### src/dpwg_pkg.sv
package dpwg_pkg;

    localparam int MAX_BYTES = 8;
    localparam int IDX_W     = $clog2(MAX_BYTES);
    localparam int LEN_W     = $clog2(MAX_BYTES + 1);
    localparam int PRE_W     = 7;
    localparam int FILL_W    = 24;

    localparam logic [PRE_W-1:0]  PREAMBLE_RST = 7'd17;
    localparam logic [FILL_W-1:0] FILLER_RST   = 24'hFF00FF;
    localparam logic [LEN_W-1:0]  FILLER_LEN   = LEN_W'(3);
    // Start bit plus eight data bits: the last bit slot of a byte is index 8.
    localparam logic [3:0]        LAST_BIT_IDX = 4'd8;

    typedef logic [MAX_BYTES-1:0][7:0] t_buf;

    localparam t_buf SEND_BUF_RST = t_buf'({FILLER_RST[7:0], FILLER_RST[15:8],
                                            FILLER_RST[23:16]});

    typedef enum logic {
        OP_TICK = 1'b0,
        OP_LOAD = 1'b1
    } t_op;

    typedef enum logic {
        CFG_PREAMBLE = 1'b0,
        CFG_FILLER   = 1'b1
    } t_cfg_idx;

    // Pending packet status handed from the loader to the encoder.
    typedef struct packed {
        logic             valid;
        logic [LEN_W-1:0] length;
        logic [7:0]       repeats;
    } t_pend;

endpackage

### src/dpwg_loader.sv
module dpwg_loader (
    input  logic                  i_clk,
    input  logic                  i_rst_n,
    input  logic                  i_load,
    input  logic [7:0]            i_data,
    input  logic                  i_last,
    input  logic [7:0]            i_repeat,
    input  logic                  i_take,
    output dpwg_pkg::t_pend       o_pend,
    output dpwg_pkg::t_buf        o_wait_buf,
    output logic                  o_valid_next,
    output logic                  o_refused
);
    import dpwg_pkg::*;

    logic [IDX_W-1:0] r_fc, n_fc;
    logic             r_ovf, n_ovf;
    logic [7:0]       r_xor, n_xor;
    t_pend            r_pend, n_pend;
    t_buf             r_wbuf;
    logic             wr_data_en;
    logic             wr_sum_en;
    logic [IDX_W-1:0] sum_idx;
    logic [7:0]       sum_val;

    assign sum_idx = r_fc + IDX_W'(1);
    assign sum_val = r_xor ^ i_data;

    always_comb begin
        n_fc       = r_fc;
        n_ovf      = r_ovf;
        n_xor      = r_xor;
        n_pend     = r_pend;
        o_refused  = 1'b0;
        wr_data_en = 1'b0;
        wr_sum_en  = 1'b0;
        if (i_take) begin
            n_pend.valid = 1'b0;
        end
        if (i_load) begin
            if (r_pend.valid) begin
                o_refused = 1'b1;
            end else begin
                if (!r_ovf && r_fc < IDX_W'(MAX_BYTES - 1)) begin
                    wr_data_en = 1'b1;
                    n_xor      = sum_val;
                    n_fc       = sum_idx;
                end else begin
                    n_ovf     = 1'b1;
                    o_refused = 1'b1;
                end
                if (i_last) begin
                    if (n_ovf) begin
                        o_refused = 1'b1;
                    end else begin
                        // append checksum right after the data byte
                        wr_sum_en      = 1'b1;
                        n_pend.length  = LEN_W'(r_fc) + LEN_W'(2);
                        n_pend.repeats = i_repeat;
                        n_pend.valid   = 1'b1;
                    end
                    n_fc  = '0;
                    n_ovf = 1'b0;
                    n_xor = '0;
                end
            end
        end
    end

    always_ff @(posedge i_clk) begin
        if (!i_rst_n) begin
            r_fc   <= '0;
            r_ovf  <= 1'b0;
            r_xor  <= '0;
            r_pend <= '0;
        end else begin
            r_fc   <= n_fc;
            r_ovf  <= n_ovf;
            r_xor  <= n_xor;
            r_pend <= n_pend;
        end
    end

    always_ff @(posedge i_clk) begin
        for (int i = 0; i < MAX_BYTES; i++) begin
            if (wr_data_en && r_fc == IDX_W'(i)) begin
                r_wbuf[i] <= i_data;
            end
            if (wr_sum_en && sum_idx == IDX_W'(i)) begin
                r_wbuf[i] <= sum_val;
            end
        end
    end

    assign o_pend       = r_pend;
    assign o_wait_buf   = r_wbuf;
    assign o_valid_next = n_pend.valid;

endmodule

### src/dpwg_bit_encoder.sv
module dpwg_bit_encoder (
    input  logic                         i_clk,
    input  logic                         i_rst_n,
    input  logic                         i_tick,
    input  logic [dpwg_pkg::PRE_W-1:0]   i_preamble_count,
    input  logic [dpwg_pkg::FILL_W-1:0]  i_filler,
    input  dpwg_pkg::t_pend              i_pend,
    input  dpwg_pkg::t_buf               i_wait_buf,
    output logic                         o_take,
    output logic                         o_level_next
);
    import dpwg_pkg::*;

    typedef enum logic [1:0] {
        PH_START = 2'd0,
        PH_MID   = 2'd1,
        PH_LOW   = 2'd2,
        PH_END   = 2'd3
    } t_phase;

    t_phase           r_phase, n_phase;
    logic             r_level, n_level;
    logic             r_bit, n_bit;
    logic [PRE_W-1:0] r_pre_left, n_pre_left;
    logic [3:0]       r_bit_idx, n_bit_idx;
    logic [LEN_W-1:0] r_byte_idx, n_byte_idx;
    t_buf             r_buf, n_buf;
    logic [LEN_W-1:0] r_len, n_len;
    logic [7:0]       r_reps, n_reps;

    logic [IDX_W-1:0] rd_idx;
    logic [7:0]       cur_byte;
    logic [2:0]       bit_sel;
    logic [LEN_W:0]   byte_inc;

    assign rd_idx   = (r_byte_idx < LEN_W'(MAX_BYTES)) ? r_byte_idx[IDX_W-1:0] : '0;
    assign cur_byte = r_buf[rd_idx];
    // bit slot 1 carries the MSB
    assign bit_sel  = 3'(LAST_BIT_IDX - r_bit_idx);
    assign byte_inc = {1'b0, r_byte_idx} + (LEN_W+1)'(1);

    always_comb begin
        n_phase    = r_phase;
        n_level    = r_level;
        n_bit      = r_bit;
        n_pre_left = r_pre_left;
        n_bit_idx  = r_bit_idx;
        n_byte_idx = r_byte_idx;
        n_buf      = r_buf;
        n_len      = r_len;
        n_reps     = r_reps;
        o_take     = 1'b0;
        if (i_tick) begin
            unique case (r_phase)
                PH_START: begin
                    n_level = 1'b1;
                    n_phase = PH_MID;
                    if (r_pre_left != '0) begin
                        n_bit      = 1'b1;
                        n_pre_left = r_pre_left - PRE_W'(1);
                    end else begin
                        if (r_bit_idx == '0 || r_bit_idx > LAST_BIT_IDX) begin
                            n_bit = 1'b0;
                        end else begin
                            n_bit = cur_byte[bit_sel];
                        end
                        n_bit_idx = r_bit_idx + 4'd1;
                        if (r_bit_idx >= LAST_BIT_IDX) begin
                            n_bit_idx  = '0;
                            n_byte_idx = byte_inc[LEN_W-1:0];
                            if (byte_inc >= {1'b0, r_len}) begin
                                // end of packet: repeat, swap in pending, or send filler
                                n_byte_idx = '0;
                                n_pre_left = i_preamble_count;
                                if (r_reps != '0) begin
                                    n_reps = r_reps - 8'd1;
                                end else if (i_pend.valid) begin
                                    n_buf  = i_wait_buf;
                                    n_len  = i_pend.length;
                                    n_reps = i_pend.repeats;
                                    o_take = 1'b1;
                                end else begin
                                    n_buf[0] = i_filler[23:16];
                                    n_buf[1] = i_filler[15:8];
                                    n_buf[2] = i_filler[7:0];
                                    n_len    = FILLER_LEN;
                                    n_reps   = '0;
                                end
                            end
                        end
                    end
                end
                PH_MID: begin
                    if (r_bit) begin
                        n_level = 1'b0;
                        n_phase = PH_START;
                    end else begin
                        n_phase = PH_LOW;
                    end
                end
                PH_LOW: begin
                    n_level = 1'b0;
                    n_phase = PH_END;
                end
                PH_END: begin
                    n_phase = PH_START;
                end
                default: begin
                    n_phase = PH_START;
                end
            endcase
        end
    end

    always_ff @(posedge i_clk) begin
        if (!i_rst_n) begin
            r_phase    <= PH_START;
            r_level    <= 1'b0;
            r_bit      <= 1'b0;
            r_pre_left <= PREAMBLE_RST;
            r_bit_idx  <= '0;
            r_byte_idx <= '0;
            r_buf      <= SEND_BUF_RST;
            r_len      <= FILLER_LEN;
            r_reps     <= '0;
        end else begin
            r_phase    <= n_phase;
            r_level    <= n_level;
            r_bit      <= n_bit;
            r_pre_left <= n_pre_left;
            r_bit_idx  <= n_bit_idx;
            r_byte_idx <= n_byte_idx;
            r_buf      <= n_buf;
            r_len      <= n_len;
            r_reps     <= n_reps;
        end
    end

    assign o_level_next = n_level;

endmodule

### src/dcc_packet_waveform_generator_unit.sv
// Channel   Dir  Handshake                         Payload
// s_axis    in   i_s_axis_tvalid / o_s_axis_tready tdata, tlast, tuser
// m_axis    out  o_m_axis_tvalid / i_m_axis_tready tdata
// cfg       in   i_cfg_we (no handshake back)      i_cfg_index, i_cfg_wdata
//
// One transaction per clock: each input item is processed in the cycle it is
// accepted, and its result sits in the output register on the next cycle.
// Throughput is set by the single output register; it refills in the same
// cycle it drains. A stalled output holds its result and stops input.
// Reset (synchronous, active low) starts on the filler packet, full preamble.
module dcc_packet_waveform_generator_unit (
    input  logic        i_clk,
    input  logic        i_rst_n,
    input  logic        i_s_axis_tvalid,
    output logic        o_s_axis_tready,
    input  logic [15:0] i_s_axis_tdata,  // [7:0] data_byte, [15:8] repeat_count
    input  logic        i_s_axis_tlast,  // last_byte
    input  logic        i_s_axis_tuser,  // operation
    output logic        o_m_axis_tvalid,
    input  logic        i_m_axis_tready,
    output logic [7:0]  o_m_axis_tdata,  // [0] track_signal, [1] pending_full,
                                         // [2] load_refused, [7:3] zero
    input  logic        i_cfg_we,
    input  logic        i_cfg_index,
    input  logic [23:0] i_cfg_wdata
);
    import dpwg_pkg::*;

    logic [PRE_W-1:0]  r_pre_cfg;
    logic [FILL_W-1:0] r_fill_cfg;
    logic              r_m_valid;
    logic [7:0]        r_m_data;

    logic   accept;
    logic   is_tick;
    logic   is_load;
    logic   take;
    logic   level_next;
    logic   valid_next;
    logic   refused;
    t_pend  pend;
    t_buf   wait_buf;

    assign o_s_axis_tready = !r_m_valid || i_m_axis_tready;
    assign accept  = i_s_axis_tvalid && o_s_axis_tready;
    assign is_tick = accept && (t_op'(i_s_axis_tuser) == OP_TICK);
    assign is_load = accept && (t_op'(i_s_axis_tuser) == OP_LOAD);

    always_ff @(posedge i_clk) begin
        if (!i_rst_n) begin
            r_pre_cfg  <= PREAMBLE_RST;
            r_fill_cfg <= FILLER_RST;
        end else if (i_cfg_we) begin
            unique case (t_cfg_idx'(i_cfg_index))
                CFG_PREAMBLE: r_pre_cfg  <= i_cfg_wdata[PRE_W-1:0];
                CFG_FILLER:   r_fill_cfg <= i_cfg_wdata[FILL_W-1:0];
                default:      r_pre_cfg  <= r_pre_cfg;
            endcase
        end
    end

    dpwg_bit_encoder u_enc (
        .i_clk            (i_clk),
        .i_rst_n          (i_rst_n),
        .i_tick           (is_tick),
        .i_preamble_count (r_pre_cfg),
        .i_filler         (r_fill_cfg),
        .i_pend           (pend),
        .i_wait_buf       (wait_buf),
        .o_take           (take),
        .o_level_next     (level_next)
    );

    dpwg_loader u_load (
        .i_clk        (i_clk),
        .i_rst_n      (i_rst_n),
        .i_load       (is_load),
        .i_data       (i_s_axis_tdata[7:0]),
        .i_last       (i_s_axis_tlast),
        .i_repeat     (i_s_axis_tdata[15:8]),
        .i_take       (take),
        .o_pend       (pend),
        .o_wait_buf   (wait_buf),
        .o_valid_next (valid_next),
        .o_refused    (refused)
    );

    always_ff @(posedge i_clk) begin
        if (!i_rst_n) begin
            r_m_valid <= 1'b0;
        end else if (accept) begin
            r_m_valid <= 1'b1;
        end else if (i_m_axis_tready) begin
            r_m_valid <= 1'b0;
        end
    end

    always_ff @(posedge i_clk) begin
        if (accept) begin
            r_m_data <= {5'b0, refused, valid_next, level_next};
        end
    end

    assign o_m_axis_tvalid = r_m_valid;
    assign o_m_axis_tdata  = r_m_data;

endmodule

### config.mk
export PLATFORM = sky130hd
export DESIGN_NAME = dcc_packet_waveform_generator_unit
export DESIGN_NICKNAME = d
export VERILOG_FILES = /design/src/dpwg_pkg.sv /design/src/dpwg_loader.sv /design/src/dpwg_bit_encoder.sv /design/src/dcc_packet_waveform_generator_unit.sv
export SDC_FILE = /design/constraint.sdc
export NUM_CORES = 1
export LEC_CHECK = 0
export BUFFER_PORTS_ARGS = -buffer_cell sky130_fd_sc_hd__buf_4
export CORE_MARGIN = 10
export CORE_UTILIZATION = 30
export DETAILED_ROUTE_END_ITERATION = 12
export MAX_ROUTING_LAYER = met4
export PLACE_DENSITY_LB_ADDON = 0.05
export SLEW_MARGIN = 20
export SYNTH_ARGS = -nofsm -noshare
export SYNTH_HDL_FRONTEND = slang
export SYNTH_HIERARCHICAL = 1
export SYNTH_SLANG_ARGS = --single-unit
### constraint.sdc
create_clock -name i_clk -period 8.8 [get_ports i_clk]
set_input_delay 1.76 -clock i_clk [delete_from_list [all_inputs] [get_ports i_clk]]
set_output_delay 1.76 -clock i_clk [all_outputs]
set_load 0.05 [all_outputs]
==> key figures, run 1 <==
Outcome
  – Status: complete, no violations

STA
  – Period minus WS final: 4.45 ns
  – RSZ-0062 raised after global routing: false
  – Skew final: between 0.01 and 0.015 ns
  – # setup viols final: 0
  – Highest Clock Rate: 225 MHz
  – Setup TNS: 0 ns
  – Final max-slew violation count: 0
  – Worst slew pin tran: 1.07 ns
  – Fin. Hold Viols: 0
  – Final period util: about half
  – Max-slew headroom: approximately 28%

Placed design
  – Detailed placement HPWL: roughly 23000 um
  – Routability cong.: about 0.78
  – Buffers on Ports: 52

Pwr
  – Psw: 571 uW
  – Static Leakage: about 0.0044 uW
  – Pwr dens: 182 nW/um^2
  – Internal cell power: ~1700 uW
  – Sw frac: 24.7%
  – Combinational power share: 6.5%
  – Flop pwr share: 46.4%
  – Max IR drop VDD: around 0.00015 V
  – Clk pwr share: between 40% and 50%

Routing
  – Post-DRT Antenna Nets: 0
  – Vias/cell: between 4 and 5
  – Drt total wl: roughly 33000 um
  – Initial DRC Count: 465
  – Initial DRT Pass Iterations: 5
  – Via count: 8138
  – Drt wl/cell: 19.8 um
  – DRC viols: 0

Yosys
  – Average size of a mapped cell: a little under 10 sq um
  – Asr flop ratio synth: 0%
  – Cell area after synthesis: roughly 11000 sq um
  – EDFF count, synth: 67
  – Cells after Synth: approximately 1200
  – Yosys cell types: a little over 70
  – Post-synthesis register bit count: around 220
  – Most used DFF post-synth: dfxtp_1
  – Synth warn: 6
  – Register area share after synthesis: 44.5%

GRT
  – Vias in the first global route: 8229
  – Initial antenna violation count: 0
  – First-pass GRT wire length: about 52000 um
  – Grt total ovfl: 0
  – Pin count of the biggest net entering global routing: 68
  – GRT Total Usage: approximately 15%

Floorplan
  – Die footprint: ~46000 sq um
  – Die span in y: 215 um
  – Core Area: 37500 sq um
  – Rows: between 70 and 80
  – Chip Width: about 210 um
  – Boundary Pins: 58
  – Starting Density: 30.3%

Critical path
  – Crit path kind: input pin to flop
  – Endpoint class of the critical path: flop
  – Crit Path Max Fanout: 10
  – Critical Path Start Type: input pin
  – Crit path required time: 8.98 ns
  – Crit path DAT: around 4.6 ns
  – Worst r2r path cells: 8

CTS
  – CTS clk-pin slew, worst paths: 0.06 ns
  – CTS sink cnt: between 200 and 250
  – Clk_lat worst skew: approximately 0.57 ns
  – Post-CTS Setup Bufs: 0
  – Post-cts resize count: 0
  – Hold_buf cts: 0
  – Clk buf depth: 3
  – Num CTS Buffers: 29
  – CTS tree: done
  – H-tree depth: 1
  – Clock root cell: clkbuf_16

Hold path
  – HP Class: flop to flop
  – Hold Crit Depth: 2

Finish
  – Area Overhead vs Synth: 12.2%
  – Nets: 1224
  – Share of cells above drive strength 1: a little over a fifth
  – # diodes: 0
  – Fin util: 34.0%

Flow run
  – Max Cap Viol: 0
-- power by group through the flow --
stage          sequential, uW  clock [uW]  combinational (uW)
6_report                 1070        1090                 151
5_1_grt                  1070        1180                 166
4_1_cts                  1070        1130                 155
3_5_place_dp             1090           0                 154
3_3_place_gp             1090           0                 155
2_1_floorplan            1090           0                 104
-- state kept, by name, summed over array words and instances (netlist names), named ones only --
name / count
u_load/o_wait_buf: 64
u_load/r_ovf: 1
u_enc/r_reps: 8
u_load/o_pend: 13
r_fill_cfg: 24
u_enc/r_bit_idx: 4
u_enc/r_level: 1
u_enc/r_byte_idx: 4
u_enc/r_bit: 1
u_enc/r_pre_left: 7
o_m_axis_tdata: 3
u_load/r_xor: 8
r_pre_cfg: 7
u_enc/r_len: 4
u_enc/r_buf: 64
u_load/r_fc: 3
o_m_axis_tvalid: 1
u_enc/r_phase: 1
-- synthesized netlist by cell type, types with 5 or more instances --
cell	n	share of area, %
o221ai_1	9	0.69
o21ai_0	29	1.3
buf_4	13	0.86
nor3_1	42	1.9
mux2i_1	28	2.5
mux4_2	5	0.99
a211oi_1	38	2.5
a311o_1	8	0.71
nand2b_1	17	0.94
edfxtp_1	67	18
clkbuf_1	39	1.3
or3_1	5	0.28
o31ai_1	5	0.33
xor2_1	67	5.2
o211ai_1	5	0.33
buf_1	7	0.23
nor3b_1	5	0.33
nand3_1	38	1.7
nor2b_1	30	1.7
a21boi_0	12	0.79
ha_1	18	2.0
o21ai_1	22	0.97
a21oi_2	41	3.2
nor2_1	70	2.3
nand2_2	40	2.2
nand4_1	10	0.55
and2_1	5	0.28
a21oi_1	19	0.84
nand2_1	104	3.4
buf_2	24	1.1
inv_1	38	1.3
o211ai_2	16	1.8
nor3_2	28	2.5
dfxtp_1	152	27
a31oi_1	17	0.94
buf_6	20	2.0
-- cell usage in the layout, fill, tap and decap left out, types with 6 or more instances in the layout --
master and count:
a311o_1 8, nand2b_1 17, nand4_1 10, a211oi_1 38
inv_1 37, clkinv_2 6, buf_4 63, o21ai_0 29
ha_1 18, a21oi_2 41, o211ai_2 16, o221ai_1 9
clkinv_1 10, edfxtp_1 67, a21oi_1 19, nor2_1 70
nor3_1 42, xor2_1 67, nor2b_1 30, nand2_2 40
mux2i_1 28, dfxtp_1 151, nand2_1 104, clkbuf_16 29
nand3_1 38, o21ai_1 22, a31oi_1 17, nor3_2 28
a21boi_0 12
-- through the flow --
step	hold slack [ns]	cells	setup slack, ns	total power, uW	cell area [sq um]
2_1_floorplan	0.428	1167	4.50	1200	11400
3_3_place_gp	0.439	1638	3.64	1250	11900
3_5_place_dp	0.441	1638	3.68	1250	11900
4_1_cts	0.450	1691	4.30	2360	12700
5_1_grt	0.461	1691	4.08	2420	12700
6_report	0.449	1691	4.35	2310	12700
-- worst max-delay path: stages --
cell,delay (ns)
buf_4,0.07
nand2b_1,0.18
and3_1,0.69
nor2b_1,0.70
nand2_1,0.41
nor2_1,0.80
-- path summary, 6_finish.rpt --
kind | startpoint | endpoint | slack, ns
setup reg to reg | u_enc/r_byte_idx[1]$_SDFFE_PN0P_ | u_enc/r_buf[19]$_SDFFE_PN1P_ | 4.97
setup / recovery | i_m_axis_tready | u_load/o_wait_buf[63]$_DFFE_PP_ | 4.35
hold reg to reg | u_enc/r_buf[27]$_SDFFE_PN0P_ | u_enc/r_buf[27]$_SDFFE_PN0P_ | 0.45
hold / removal | u_enc/r_buf[27]$_SDFFE_PN0P_ | u_enc/r_buf[27]$_SDFFE_PN0P_ | 0.45
-- kinds of logic (layout without fill, tap and decap cells) --
kind of cell / Yosys count / count (layout) / synth area share [%]
buffers and inverters: 141 / 154 / 6.68
adder cells (fa/ha/maj): 18 / 18 / 1.98
AO/OA/AOI/OAI: 258 / 258 / 17.1
flip-flops: 219 / 219 / 44.5
multiplexers: 34 / 34 / 3.56
AND/OR/NAND/NOR: 422 / 422 / 20.7
other: 1 / 5 / 0.0330
XOR/XNOR: 70 / 70 / 5.40
-- final cells by class --
type / instances / area, sq um
Tap cell: 511 / 639
Timing Repair Buffer: 63 / 473
Sequential cell: 219 / 5060
Multi-Input combinational cell: 807 / 5560
Inverter: 38 / 143
Clock inverter: 19 / 124
Clock buffer: 34 / 744
Fill cell: 3916 / 24800
-- layer usage --
metal | part of all wire (%) | GRT usage [%] | wire (um)
met1 | 50 | 20.1 | 16600
met2 | 46 | 22.6 | 15400
met5 | 0 | - | 0
met3 | 2.8 | 1.78 | 954
met4 | 1.5 | 3.50 | 514
No activity file was read; power rests on OpenSTA's default activity.
==> run 2: changes to the inputs <==
==> constraint.sdc (replaced) <==
create_clock -name i_clk -period 4.2 [get_ports i_clk]
set_input_delay 0.84 -clock i_clk [delete_from_list [all_inputs] [get_ports i_clk]]
set_output_delay 0.84 -clock i_clk [all_outputs]
set_load 0.05 [all_outputs]
==> run 2 against run 1 <==
Effect of this change:
- register-to-register slack got worse by 4.1 ns
- combinational power rose by 110%
- critical path depth rose by 2
- utilization rose by 0.57 points
- setup slack got worse by 3.5 ns
- wire length rose by 1.0%
==> key figures, run 2 (synthesis results as in run 1) <==
Outcome
  – Status: complete, no violations

Placed design
  – Buffers on Ports: 52
  – Worst slack, placed: between 0.7 and 0.8 ns
  – Placed cell areas: ~12000 sq um
  – Routability cong.: between 0.7 and 0.8
  – Detailed placement HPWL: 23900 um

STA
  – RSZ-0062 raised after global routing: false
  – # setup viols final: 0
  – Fin. Hold Viols: 0
  – Final max-slew violation count: 0
  – Highest Clock Rate: approximately 300 MHz
  – Worst setup margin: 0.887 ns
  – Skew final: approximately 0.022 ns
  – Final period util: between 70 and 80%
  – Max-slew headroom: around two fifths
  – Setup TNS: 0 ns
  – Worst slew pin tran: just over 0.9 ns
  – Period minus WS final: between 3 and 4 ns

Routing
  – Vias/cell: 4.85
  – Post-DRT Antenna Nets: 0
  – DRC viols: 0
  – Initial DRC Count: approximately 360
  – Via count: between 8000 and 9000
  – Drt wl/cell: around 20 um
  – Initial DRT Pass Iterations: 5
  – Drt total wl: 33800 um

Pwr
  – Psw: approximately 1200 uW
  – Flop pwr share: between 40% and 50%
  – Sw frac: between 20% and 30%
  – Internal cell power: 3750 uW
  – Clk pwr share: a little under half
  – Combinational power share: under 10%
  – Max IR drop VDD: 0.000316 V
  – Pwr dens: between 300 and 400 nW/um^2
  – Static Leakage: 0.00451 uW

Critical path
  – Crit Path Max Fanout: 13
  – Critical Path Start Type: flop
  – Worst r2r path cells: 8
  – Crit path DAT: ~3.8 ns
  – Endpoint class of the critical path: flop
  – Crit path kind: flop to flop
  – Crit path required time: 4.67 ns

GRT
  – Pin count of the biggest net entering global routing: 48
  – First-pass GRT wire length: roughly 53000 um
  – Initial antenna violation count: 0
  – Grt total ovfl: 0
  – Vias in the first global route: 8514
  – GRT Total Usage: between 10% and 20%

CTS
  – Post-CTS Setup Bufs: 0
  – Num CTS Buffers: 28
  – Clk_lat worst skew: roughly 0.55 ns
  – Hold_buf cts: 0
  – CTS sink cnt: between 200 and 250
  – Post-cts resize count: 0
  – Clock root cell: clkbuf_16
  – CTS tree: done
  – H-tree depth: 1
  – Clk buf depth: 3
  – CTS clk-pin slew, worst paths: roughly 0.06 ns

Hold path
  – Hold Crit Depth: 2
  – HP Class: flop to flop

Finish
  – Design Area, Final: ~13000 sq um
  – Most frequent cells in the layout: dfxtp_1, nand2_1, buf_4
  – Nets: 1242
  – Share of cells above drive strength 1: between 20% and 30%
  – Area Overhead vs Synth: 14.1%
  – Commonest non-fill, non-tap cell in the layout: dfxtp_1
  – # diodes: 0
  – Fillers: 3933

Floorplan
  – Rows: just over 70
  – Boundary Pins: 58
  – Chip Width: 215 um
  – Starting Density: a little under a third
  – Die footprint: around 46000 sq um
  – Die span in y: around 210 um
  – Core Area: 37500 sq um

Flow run
  – Max Cap Viol: 0
## run 2: cell types whose count changed in the layout (fill, tap and decap cells not counted), sizes merged
cell,change
buf,+19
inv,-1
bufinv,-1
clkbuf,+12
clkinv,-12
## run 2: layout make-up
type | instances | area, sq um | share of cell area [%]
clock buffer | 46 | 875 | 6.75
timing repair buffer | 82 | 641 | 4.95
tap | 511 | 639 | 4.94
inverter | 38 | 143 | 1.10
sequential | 219 | 5060 | 39.0
multi-input combinational | 807 | 5560 | 42.9
clock inverter | 5 | 40.0 | 0.309
## run 2: power groups by stage
stage / sequential [uW] / clock, uW / combinational [uW]
finish: 2250 / 2350 / 320
CTS: 2250 / 2440 / 329
global placement: 2290 / 0 / 328
detailed placement: 2290 / 0 / 328
floorplan: 2290 / 0 / 217
global route: 2250 / 2520 / 353
## run 2: metal layers
| layer | wire [um] | vias up | GRT usage, % |
|---|---|---|---|
| li1 | - | 4146 | - |
| met5 | 0 | - | - |
| met2 | 15800 | 105 | 23.1 |
| met3 | 1070 | 36 | 1.97 |
| met1 | 16600 | 4002 | 20.2 |
| met4 | 442 | 0 | 2.58 |
## run 2: worst paths after layout
| path | startpoint | endpoint | slack, ns |
|---|---|---|---|
| max | u_enc/r_byte_idx[1]$_SDFFE_PN0P_ | u_enc/r_reps[7]$_SDFFE_PN0P_ | 0.89 |
| min reg2reg | u_enc/r_buf[45]$_SDFFE_PN0P_ | u_enc/r_buf[45]$_SDFFE_PN0P_ | 0.45 |
| min | u_enc/r_buf[45]$_SDFFE_PN0P_ | u_enc/r_buf[45]$_SDFFE_PN0P_ | 0.45 |
| max reg2reg | u_enc/r_byte_idx[1]$_SDFFE_PN0P_ | u_enc/r_reps[7]$_SDFFE_PN0P_ | 0.89 |
## run 2: worst max-delay path, stage by stage (launching register included)
cell,delay (ns)
dfxtp_1,0.65
ha_1,0.36
xor2_1,0.10
ha_1,0.29
a21oi_1,0.11
o21ai_0,0.42
nand2_1,0.49
or4_1,0.60
a31oi_1,0.19
## run 2: metrics by stage
step,std cells,power (uW),hold WS [ns],utilization [%]
2_1_floorplan,1167,2510,0.428,-
3_3_place_gp,1657,2620,0.441,32.1
3_5_place_dp,1657,2620,0.440,32.1
4_1_cts,1708,5010,0.449,34.6
5_1_grt,1708,5130,0.456,34.6
6_report,1708,4920,0.447,34.6
